==> src/sv/m2x2_pkg.sv <==
// shared types and constants for the 2x2 matrix arithmetic unit
package m2x2_pkg;

   localparam int Q_WIDTH = 32;
   localparam int LANES   = 4;

   // command codes
   localparam logic [2:0] CMD_ADD  = 3'd0;
   localparam logic [2:0] CMD_SUB  = 3'd1;
   localparam logic [2:0] CMD_NEG  = 3'd2;
   localparam logic [2:0] CMD_MUL  = 3'd3;
   localparam logic [2:0] CMD_MVEC = 3'd4;
   localparam logic [2:0] CMD_INV  = 3'd5;

   localparam logic signed [Q_WIDTH-1:0] Q_MAX = {1'b0, {(Q_WIDTH-1){1'b1}}};
   localparam logic signed [Q_WIDTH-1:0] Q_MIN = {1'b1, {(Q_WIDTH-1){1'b0}}};

   typedef struct packed {
      logic [2:0]                command;
      logic signed [Q_WIDTH-1:0] a00;
      logic signed [Q_WIDTH-1:0] a01;
      logic signed [Q_WIDTH-1:0] a10;
      logic signed [Q_WIDTH-1:0] a11;
      logic signed [Q_WIDTH-1:0] b00;
      logic signed [Q_WIDTH-1:0] b01;
      logic signed [Q_WIDTH-1:0] b10;
      logic signed [Q_WIDTH-1:0] b11;
   } req_type;

   typedef struct packed {
      logic signed [Q_WIDTH-1:0] r00;
      logic signed [Q_WIDTH-1:0] r01;
      logic signed [Q_WIDTH-1:0] r10;
      logic signed [Q_WIDTH-1:0] r11;
      logic                      singular;
      logic                      saturated;
   } rsp_type;

   // one lane of the restoring divider
   typedef struct packed {
      logic [63:0]        rem;
      logic [Q_WIDTH-1:0] lo;
      logic [Q_WIDTH-1:0] quo;
      logic               ovf;
      logic               neg;
   } div_lane_type;

   // one stage of the divider pipeline, with the non-inverse result riding along
   typedef struct packed {
      logic                          valid;
      logic                          is_inv;
      logic                          singular;
      logic [63:0]                   ud;
      div_lane_type [LANES-1:0]      lane;
      rsp_type                       side;
   } div_stage_type;

endpackage

==> src/sv/m2x2_back.sv <==
// back stages: quotient rounding, clamp and sign, result selection and output register
module m2x2_back
   import m2x2_pkg::*;
(
   input  logic          clock,
   input  logic          reset,
   input  div_stage_type din,
   output logic          out_valid,
   output rsp_type       out_rsp
);

   localparam logic [Q_WIDTH:0] NEG_LIM = (Q_WIDTH+1)'(1) << (Q_WIDTH - 1);
   localparam logic [Q_WIDTH:0] POS_LIM = NEG_LIM - (Q_WIDTH+1)'(1);

   // round half up on the magnitude
   logic             m_valid_ff;
   logic             m_inv_ff;
   logic             m_sing_ff;
   rsp_type          m_side_ff;
   logic [Q_WIDTH:0] mag_in [LANES];
   logic [Q_WIDTH:0] mag_ff [LANES];
   logic             ovf_ff [LANES];
   logic             neg_ff [LANES];
   logic             up     [LANES];

   always_comb begin
      for (int k = 0; k < LANES; k++) begin
         up[k]     = {din.lane[k].rem, 1'b0} >= {1'b0, din.ud};
         mag_in[k] = {1'b0, din.lane[k].quo} + (Q_WIDTH+1)'(up[k]);
      end
   end

   always_ff @(posedge clock) begin
      if (reset) begin
         m_valid_ff <= 1'b0;
      end else begin
         m_valid_ff <= din.valid;
      end
      m_inv_ff  <= din.is_inv;
      m_sing_ff <= din.singular;
      m_side_ff <= din.side;
      mag_ff    <= mag_in;
      for (int k = 0; k < LANES; k++) begin
         ovf_ff[k] <= din.lane[k].ovf;
         neg_ff[k] <= din.lane[k].neg;
      end
   end

   // clamp, apply sign and pick the result
   logic signed [Q_WIDTH-1:0] elem [LANES];
   logic                      esat [LANES];
   rsp_type                   rsp_in;
   rsp_type                   rsp_ff;
   logic                      rsp_valid_ff;

   always_comb begin
      for (int k = 0; k < LANES; k++) begin
         if (neg_ff[k]) begin
            esat[k] = ovf_ff[k] || (mag_ff[k] > NEG_LIM);
            elem[k] = esat[k] ? Q_MIN : Q_WIDTH'(-mag_ff[k]);
         end else begin
            esat[k] = ovf_ff[k] || (mag_ff[k] > POS_LIM);
            elem[k] = esat[k] ? Q_MAX : Q_WIDTH'(mag_ff[k]);
         end
      end
      priority if (!m_inv_ff) begin
         rsp_in = m_side_ff;
      end else if (m_sing_ff) begin
         rsp_in          = '0;
         rsp_in.singular = 1'b1;
      end else begin
         rsp_in.r00       = elem[0];
         rsp_in.r01       = elem[1];
         rsp_in.r10       = elem[2];
         rsp_in.r11       = elem[3];
         rsp_in.singular  = 1'b0;
         rsp_in.saturated = esat[0] | esat[1] | esat[2] | esat[3];
      end
   end

   always_ff @(posedge clock) begin
      if (reset) begin
         rsp_valid_ff <= 1'b0;
      end else begin
         rsp_valid_ff <= m_valid_ff;
      end
      rsp_ff <= rsp_in;
   end

   assign out_valid = rsp_valid_ff;
   assign out_rsp   = rsp_ff;

endmodule

==> config.mk <==
export PLATFORM = sky130hd
export DESIGN_NAME = m2x2_back
export DESIGN_NICKNAME = d
export VERILOG_FILES = /design/src/sv/m2x2_pkg.sv /design/src/sv/m2x2_back.sv
export SDC_FILE = /design/constraint.sdc
export NUM_CORES = 1
export LEC_CHECK = 0
export ABC_AREA = 1
export BUFFER_PORTS_ARGS = -buffer_cell sky130_fd_sc_hd__buf_2
export CORE_AREA = 2 2 326 328
export CTS_BUF_LIST = sky130_fd_sc_hd__clkbuf_4 sky130_fd_sc_hd__clkbuf_8 sky130_fd_sc_hd__clkbuf_16
export DETAILED_ROUTE_END_ITERATION = 7
export DIE_AREA = 0 0 328 330
export PLACE_DENSITY_LB_ADDON = 0.05
export REMOVE_ABC_BUFFERS = 1
export SYNTH_ARGS = -nofsm -noshare
export SYNTH_HDL_FRONTEND = slang
export SYNTH_SLANG_ARGS = --single-unit
==> constraint.sdc <==
create_clock -name clock -period 3.42 [get_ports clock]
set_input_delay 0.684 -clock clock [delete_from_list [all_inputs] [get_ports clock]]
set_output_delay 0.684 -clock clock [all_outputs]
set_load 0.01 [all_outputs]
After elaboration in Yosys (flattened, before gate mapping)
Memory sizes are Yosys's and may differ from the RTL's.
Cells that the tools add are included.
{ "op_classes": {"n_addsub": 8, "magnitude_cmp": 12, "n_mux": 18, "bitwise_logic": 3, "n_reduce_logical": 8} }
{ "ops": {"columns": ["op", "count"], "rows": [
  ["32-bit 2-to-1 mux", 12],
  ["65-bit by 64-bit greater-or-equal comparator with 1-bit output", 4],
  ["130-bit 2-to-1 mux", 2],
  ["32-bit by 1-bit adder with 33-bit output", 4],
  ["33-bit by 31-bit greater-than comparator with 1-bit output (second input constant)", 4],
  ["33-bit by 32-bit greater-than comparator with 1-bit output (second input constant)", 4],
  ["32-bit negator", 4],
  ["1-bit logical OR", 8],
  ["1-bit 2-to-1 mux", 4],
  ["1-bit OR", 3]
]} }
{ "totals": {"register_bits": 396, "ramBits": 8, "inputBits": 719, "out_inout_bits": 131, "elab_cells": 71, "memories": 2} }
{ "memory_table": {"columns": ["name", "words", "width", "read_ports", "rd_ports_with_merged_regs", "wr", "line", "rtl"], "rows": [
  ["neg_ff", 4, 1, 4, 0, 4, "m2x2_back.sv:23", "logic neg_ff [LANES];"],
  ["ovf_ff", 4, 1, 4, 0, 4, "m2x2_back.sv:22", "logic ovf_ff [LANES];"]
]} }

Longest topological paths before layout
Gate-level depths: netlist of the first run.
{ "logic_depth": {"ltp_word": 8, "depth_mapped": 24, "ltp_nobuf": 24} }

Worst setup path before layout of the first run
Ideal clock, no wire load.
{ "synth_timing": {"path_type": "input port to flip-flop", "from": "in din[713] in the netlist's numbering", "to": "reg mag_ff[61] in the netlist's numbering", "setup_time_ns": 0.118, "arrival_ns": 3.059, "required_ns": 3.302, "setup_slack_ns": 0.243, "path_stages": 19, "path_buffers": 0, "cell_sequence": "inv_1 -> ha_1 -> inv_1 -> nor3_1 -> nor3b_1 -> and2_1 -> and2_1 -> nand3_1 -> nand3_1 -> ha_1 -> ha_1 -> inv_1 -> nor2_2 -> nand2_1 -> nor2_1 -> nand2_1 -> nor2_2 -> nand3_1 -> xnor2_1"} }
{ "synth_lines": {"columns": ["element", "line", "rtl"], "rows": [
  ["from (decl)", "m2x2_back.sv:7", "input div_stage_type din,"],
  ["to (signal assigned)", "m2x2_back.sv:42", "mag_ff <= mag_in;"],
  ["to (decl)", "m2x2_back.sv:21", "logic [Q_WIDTH:0] mag_ff [LANES];"]
]} }

==> results of run 1 <==
logic make-up (layout without fill, tap and decap cells):
family / count (synthesis) / count (layout) / synth area share [%]
flip-flops: 404 / 404 / 33.85
adder cells (fa/ha/maj): 272 / 272 / 14.24
buffers and inverters: 386 / 1383 / 6.283
other: 0 / 22 / 0
AO/OA/AOI/OAI: 409 / 409 / 9.189
XOR/XNOR: 170 / 170 / 6.231
AND/OR/NAND/NOR: 1645 / 1645 / 30.21
synth_stat cells, types with 9 or more instances:
| cell | instances | share of area, % |
|---|---|---|
| nand4_1 | 99 | 2.6 |
| buf_2 | 13 | 0.27 |
| nand3_1 | 236 | 4.9 |
| a21oi_1 | 178 | 3.7 |
| nor3_1 | 48 | 1.0 |
| nor4_1 | 19 | 0.50 |
| ha_1 | 272 | 14 |
| clkbuf_1 | 26 | 0.41 |
| nor2_2 | 13 | 0.34 |
| o211ai_1 | 11 | 0.35 |
| dfxtp_1 | 404 | 34 |
| o21ai_1 | 36 | 0.75 |
| nor2_1 | 375 | 5.9 |
| nor3_2 | 9 | 0.38 |
| o21ai_2 | 11 | 0.40 |
| nand2_1 | 791 | 12 |
| o21ai_0 | 138 | 2.9 |
| inv_2 | 9 | 0.14 |
| xnor2_1 | 62 | 2.3 |
| xor2_1 | 108 | 4.0 |
| inv_1 | 324 | 5.1 |
registers in the layout, summed over array words and instances (netlist names):
signal,count
m_inv_ff,1
m_side_ff,130
m_sing_ff,1
m_valid_ff,1
mag_ff,132
neg_ff,4
out_rsp,130
out_valid,1
ovf_ff,4
through the flow:
step / instances / TNS [ps] / utilization, % / instance area [µm²]
2_1_floorplan: 3236 / 0 / - / 23660
3_3_place_gp: 5578 / -50760 / 29.45 / 30830
3_5_place_dp: 5578 / -52260 / 29.45 / 30830
4_1_cts: 5663 / 0 / 31.23 / 32690
5_1_grt: 5684 / -19.64 / 31.82 / 33310
6_report: 5696 / 0 / 31.85 / 33340
timing repair:
action | 4_1_cts | 5_1_grt
setup buffers | 0 | 11
endpoints found under the setup margin | 25 | 56
gates resized for setup | 11 | 119
pin swaps | 1 | 53
hold endpoints to repair | 0 | 0
power by group through the flow:
stage / clock, µW / sequential (µW) / combinational, µW
finish: 5810 / 5220 / 2680
global route: 6170 / 5260 / 3020
CTS: 6010 / 5230 / 2670
detailed placement: 0 / 5330 / 2650
global placement: 0 / 5330 / 2670
floorplan: 0 / 5330 / 1180
layer usage:
layer | share of wire (%) | vias to the layer above | global-route usage [%] | wire, µm
li1 | - | 12810 | - | -
met1 | 41 | 11240 | 24.23 | 47760
met2 | 51 | 663 | 39.04 | 59580
met3 | 5.7 | 183 | 4.750 | 6665
met4 | 2.6 | 58 | 5.305 | 3026
met5 | 0.30 | - | 0 | 354
worst min-delay path by stage:
| stage | cells after the start | endpoint | slack [ps] |
|---|---|---|---|
| after floorplan | 2 | out_valid | 390 |
| after global placement | 2 | out_rsp[119] | 410 |
| after detailed placement | 2 | out_rsp[17] | 410 |
| after CTS | 1 | m_side_ff[49] | 140 |
| after global routing | 1 | m_side_ff[47] | 150 |
| final | 1 | m_side_ff[100] | 190 |
area by class of cell:
| class | count | area share, % |
|---|---|---|
| repair buffers | 962 | 16.66 |
| well taps | 1391 | 5.221 |
| diodes | 22 | 0.1651 |
| clock inverters | 21 | 1.190 |
| flip-flops and latches | 404 | 24.26 |
| multi-input cells | 2496 | 44.42 |
| clock buffers | 64 | 4.241 |
| inverters | 336 | 3.840 |
==> results by group, run 1 <==
Status
  • Outcome: complete, no violations

Clock network
  • Deepest clock path buffer count: 3
  • Htree depth: 2
  • TritonCTS clock tree: done
  • Clock Latency Late Sink: 590 ps
  • CTS Buf Count: 48
  • # hold bufs at CTS: 0
  • Sink Count: 404
  • Clock Pin Slew Worst Setup and Hold Paths: 60 ps
  • Clock root buffer: clkbuf_16

STA
  • Endpoints failing setup: 0
  • Worst clock skew: 26.93 ps
  • RSZ-0062 raised after global routing: yes
  • Final Hold Fails: 0
  • Final setup margin: 188.1 ps
  • Worst slew margin: 55.10%
  • WHS: 191.2 ps
  • Final period demand of the worst path: 3232 ps
  • Crit share post-route: 94.50%
  • Slew @ Worst Pin: 673.5 ps
  • Max Freq: 0.3094 GHz
  • Final Slew Violations: 0

Global route
  • Global route total overflow: 0
  • Pin count of the biggest net entering global routing: 129
  • Vias in the first global route: 25620
  • Global-route wire length before repair: 167.7 mm
  • Antenna violations before repair: 75
  • GRT Total Usage: 21.06%

Worst setup path
  • WP depth: 20
  • Internal reg-to-reg setup slack: 950 ps
  • CP endpoint: mag_ff[30]
  • CP Data Required Time: 3890 ps
  • Critical Path End Type: register
  • CP max FO: 4
  • Worst EP arrival: 3700 ps
  • Worst R2R Start: mag_ff[66]
  • CP Class: input pin to register
  • Slowest CP cell: ha_1
  • Startpoint type of the worst setup path: input pin
  • Most frequent CP cell: nand4_1
  • RR Endpoint: out_rsp[86]
  • Reg2reg path depth: 12
  • CP max stage delay: 260 ps
  • Buf/Inv on CP: 6
  • Largest delay share family, worst path: simple AND/OR/NAND/NOR gates
  • CP cell instances: clkbuf_4, clkinvlp_4, buf_6, ha_1, nand4_1, nor3_2, buf_4, o21ai_0, a21boi_1, nor2_1, nand2_2, buf_12, ha_2, nand2_2, nor3_4, nand4_1, nor2_1, buf_4, nand4_1, xnor2_1
  • Critical Path Start: din[691]

Synth
  • Mean Syn Cell Area: 7.272 µm²
  • Fraction of registers with async set/reset: 0%
  • Synth warnings: 0
  • EDFF count, synth: 0
  • Register area share after synthesis: 33.85%
  • Main synth FF type: dfxtp_1
  • Synth Register Bits: 404
  • Synthesized area: 0.02390 mm²
  • Cells after synthesis: 3286
  • Post-synthesis cell type count: 52

Route
  • Via density: roughly 4.4
  • TritonRoute pass-1 iters: 7
  • Routed len/inst: approximately 21 µm
  • DRC viols: 0
  • Remaining antenna violation count: 0
  • Initial drt markers: ~1100
  • Vias: 24960
  • Routed Wire Length: ~120 mm

Cells and area
  • Area Overhead vs Synth: 39.51%
  • Most frequent cells in the layout: nand2_1 (784), buf_2 (714), dfxtp_1 (404)
  • Register area: ~0.0081 mm²
  • Fraction of layout cells with a size suffix above 1: 28.37%
  • Net count, final: 5239
  • Most common library cell in the layout ignoring fill and taps: nand2_1
  • Multi-input logic area: 0.01481 mm²
  • # fillers: 11630

Pwr
  • Pwr Density: 411.4 mW/mm²
  • Comb pwr share: 19.6%
  • VDD IR max: about 350 µV
  • Final Power: 13710 µW
  • Sw Ratio: 28.55%
  • Internal power: 9798 µW
  • Clock group share of total power: a little over two fifths
  • Part of the power in registers: between 30% and 40%
  • Psw: 3915 µW
  • Cell leakage power: ~0.017 µW

Worst hold path
  • HP Start: din[100]
  • Hold WC Path Type: input pin to register

Floorplanning
  • CORE AREA: about 0.10 mm²
  • Starting density of the core: 22.83%
  • Die Span Y: roughly 330 µm
  • Cell Rows: 119
  • Die X: between 300 and 400 µm
  • Die area: 0.1082 mm²
  • Io pins: 850

Job
  • Max Cap Viol: 0

Placed design
  • Post-detail-place hpwl: 102.1 mm
  • Pre-CTS WS: -769.1 ps
  • PortBufs: 721
  • Placer Congestion: 0.8918
No activity file was read; power rests on OpenSTA's default activity.
==> inputs of run 2 (changes only) <==
--- a/config.mk
+++ b/config.mk
@@ -7,10 +7,10 @@
 export LEC_CHECK = 0
 export ABC_AREA = 1
 export BUFFER_PORTS_ARGS = -buffer_cell sky130_fd_sc_hd__buf_2
-export CORE_AREA = 2 2 326 328
+export CORE_AREA = 2 2 335 337
 export CTS_BUF_LIST = sky130_fd_sc_hd__clkbuf_4 sky130_fd_sc_hd__clkbuf_8 sky130_fd_sc_hd__clkbuf_16
 export DETAILED_ROUTE_END_ITERATION = 7
-export DIE_AREA = 0 0 328 330
+export DIE_AREA = 0 0 337 339
 export PLACE_DENSITY_LB_ADDON = 0.05
 export REMOVE_ABC_BUFFERS = 1
 export SYNTH_ARGS = -nofsm -noshare
==> results by group, run 2 (synthesized netlist as in run 1, its figures left out) <==
Clock network
  • CTS Buf Count: a little under 50
  • Sink Count: 404
  • Htree depth: 2
  • TritonCTS clock tree: done
  • Clock root buffer: clkbuf_16
  • Clock Latency Late Sink: 640 ps
  • Deepest clock path buffer count: 3
  • # hold bufs at CTS: 0
  • Clock Pin Slew Worst Setup and Hold Paths: 60 ps

Cells and area
  • Fraction of layout cells with a size suffix above 1: 27.71%
  • Biggest register: mag_ff
  • Post-Layout Cell Count: 5817
  • Fin util: a little under a third
  • Most frequent cells in the layout: nand2_1 (787), buf_2 (717), dfxtp_1 (404)
  • Area Overhead vs Synth: 38.56%
  • Most common library cell in the layout ignoring fill and taps: nand2_1
  • Net count, final: roughly 5200
  • Max reg flops: 132

Global route
  • Pin count of the biggest net entering global routing: 48
  • GRT Total Usage: 20.34%
  • Global route total overflow: 0
  • Global-route wire length before repair: around 170 mm
  • Antenna violations before repair: a little under 100
  • Vias in the first global route: approximately 26000

STA
  • Worst clock skew: roughly 32 ps
  • RSZ-0062 raised after global routing: yes
  • WHS: 142.9 ps
  • Crit share post-route: 94.06%
  • Final Slew Violations: 0
  • Worst slew margin: 57.17%
  • Slew @ Worst Pin: 640.8 ps
  • Endpoints failing setup: 0
  • Final period demand of the worst path: around 3200 ps
  • Max Freq: 0.3109 GHz
  • Final Hold Fails: 0
  • Final setup margin: 203.0 ps

Job
  • Max Cap Viol: 0

Worst setup path
  • Critical Path End Type: register
  • Worst EP arrival: 3720 ps
  • Most frequent CP cell: buf_4
  • CP Data Required Time: 3920 ps
  • CP max stage delay: 280 ps
  • Startpoint type of the worst setup path: input pin
  • CP max FO: 4
  • Slowest CP cell: ha_1
  • CP cell instances: clkbuf_4, inv_2, buf_4, ha_1, nand2_1, buf_4, nor2_2, buf_4, nand3_2, nor2_4, nand4_1, nand3_2, ha_4, ha_1, nand2_1, nor2_2, nand3_2, nor3_2, nand4_1, buf_4, xnor2_1
  • CP Class: input pin to register

Placed design
  • PortBufs: approximately 720
  • Post-detail-place hpwl: 103.5 mm
  • Placed Cells: 5687
  • Pre-CTS WS: -1009 ps
  • Placer Congestion: 0.8779

Pwr
  • Final Power: 13420 µW
  • Cell leakage power: 0.01649 µW
  • VDD IR max: 326.1 µV
  • Pwr Density: 405.3 mW/mm²

Route
  • Vias: 25090
  • TritonRoute pass-1 iters: 5
  • Routed len/inst: roughly 20 µm
  • Routed Wire Length: 118.8 mm
  • Initial drt markers: 1189
  • Via density: about 4.3
  • Remaining antenna violation count: 0
  • DRC viols: 0

Floorplanning
  • CORE AREA: roughly 0.11 mm²
  • Starting density of the core: between 20% and 30%
  • Die Span Y: 339 µm
  • Io pins: between 800 and 900
  • Die area: 0.1142 mm²
  • Cell Rows: 122
  • Die X: 337 µm

Status
  • Outcome: complete, no violations

Worst hold path
  • Hold WC Path Type: input pin to register
## run 2: changes by cell type in the layout (fill, tap and decap cells not counted), sizes merged
cell      change
buf           +7
diode        +13
clkinvlp      -4
clkbuf        +2
clkinv       +12
bufinv        -5
inv           -1
## run 2: report_power, final
group | total (µW) | switching [µW] | internal [µW] | leakage [µW]
registers | 5230 | 204 | 5020 | 0.00340
logic | 2660 | 1560 | 1100 | 0.0122
clock network | 5530 | 2210 | 3320 | 0.000868
total | 13400 | 3980 | 9440 | 0.0165
## run 2: metrics by stage
step	setup TNS [ps]	cell area, µm²
final	0	33110
after global routing	-44.17	33070
after CTS	0	32770
after detailed placement	-58610	31000
after global placement	-57300	31000
after floorplan	0	23660
## run 2: path summary, 6_finish.rpt
| kind | startpoint | endpoint | slack, ps | cells after the start |
|---|---|---|---|---|
| max | din[702] | mag_ff[86] | 200 | 21 |
| min reg2reg | m_valid_ff | out_valid | 410 | 2 |
| max reg2reg | mag_ff[66] | out_rsp[85] | 960 | 12 |
| min | din[260] | neg_ff[1] | 140 | 1 |
## run 2: area by class of cell
| class | instances | area [µm²] |
|---|---|---|
| Multi-Input combinational cell | 2496 | 14540 |
| Inverter | 336 | 1269 |
| Fill cell | 12330 | 77250 |
| Antenna cell | 35 | 87.58 |
| Sequential cell | 404 | 8088 |
| Tap cell | 1488 | 1862 |
| Clock buffer | 67 | 1424 |
| Clock inverter | 23 | 309.0 |
| Timing Repair Buffer | 968 | 5527 |
## run 2: repair_timing
action	in CTS	in global routing
setup buffers	1	4
pin swaps	1	20
endpoints found under the setup margin	32	46
resized for setup	9	58
## run 2: metal layers
| metal | global-route usage, % | part of all wire, % | vias up |
|---|---|---|---|
| met5 | 0 | 0.37 | - |
| met4 | 6.222 | 2.8 | 70 |
| met3 | 5.280 | 6.8 | 221 |
| met2 | 36.09 | 49 | 746 |
| met1 | 23.69 | 41 | 11200 |
| li1 | - | - | 12850 |
## run 2: critical path, delay by kind of cell
| family | cells | cell delay (ps) |
|---|---|---|
| xor+xnor | 1 | 120 |
| fa+ha+maj | 3 | 550 |
| buf+inv | 6 | 920 |
| simple gates | 11 | 1460 |
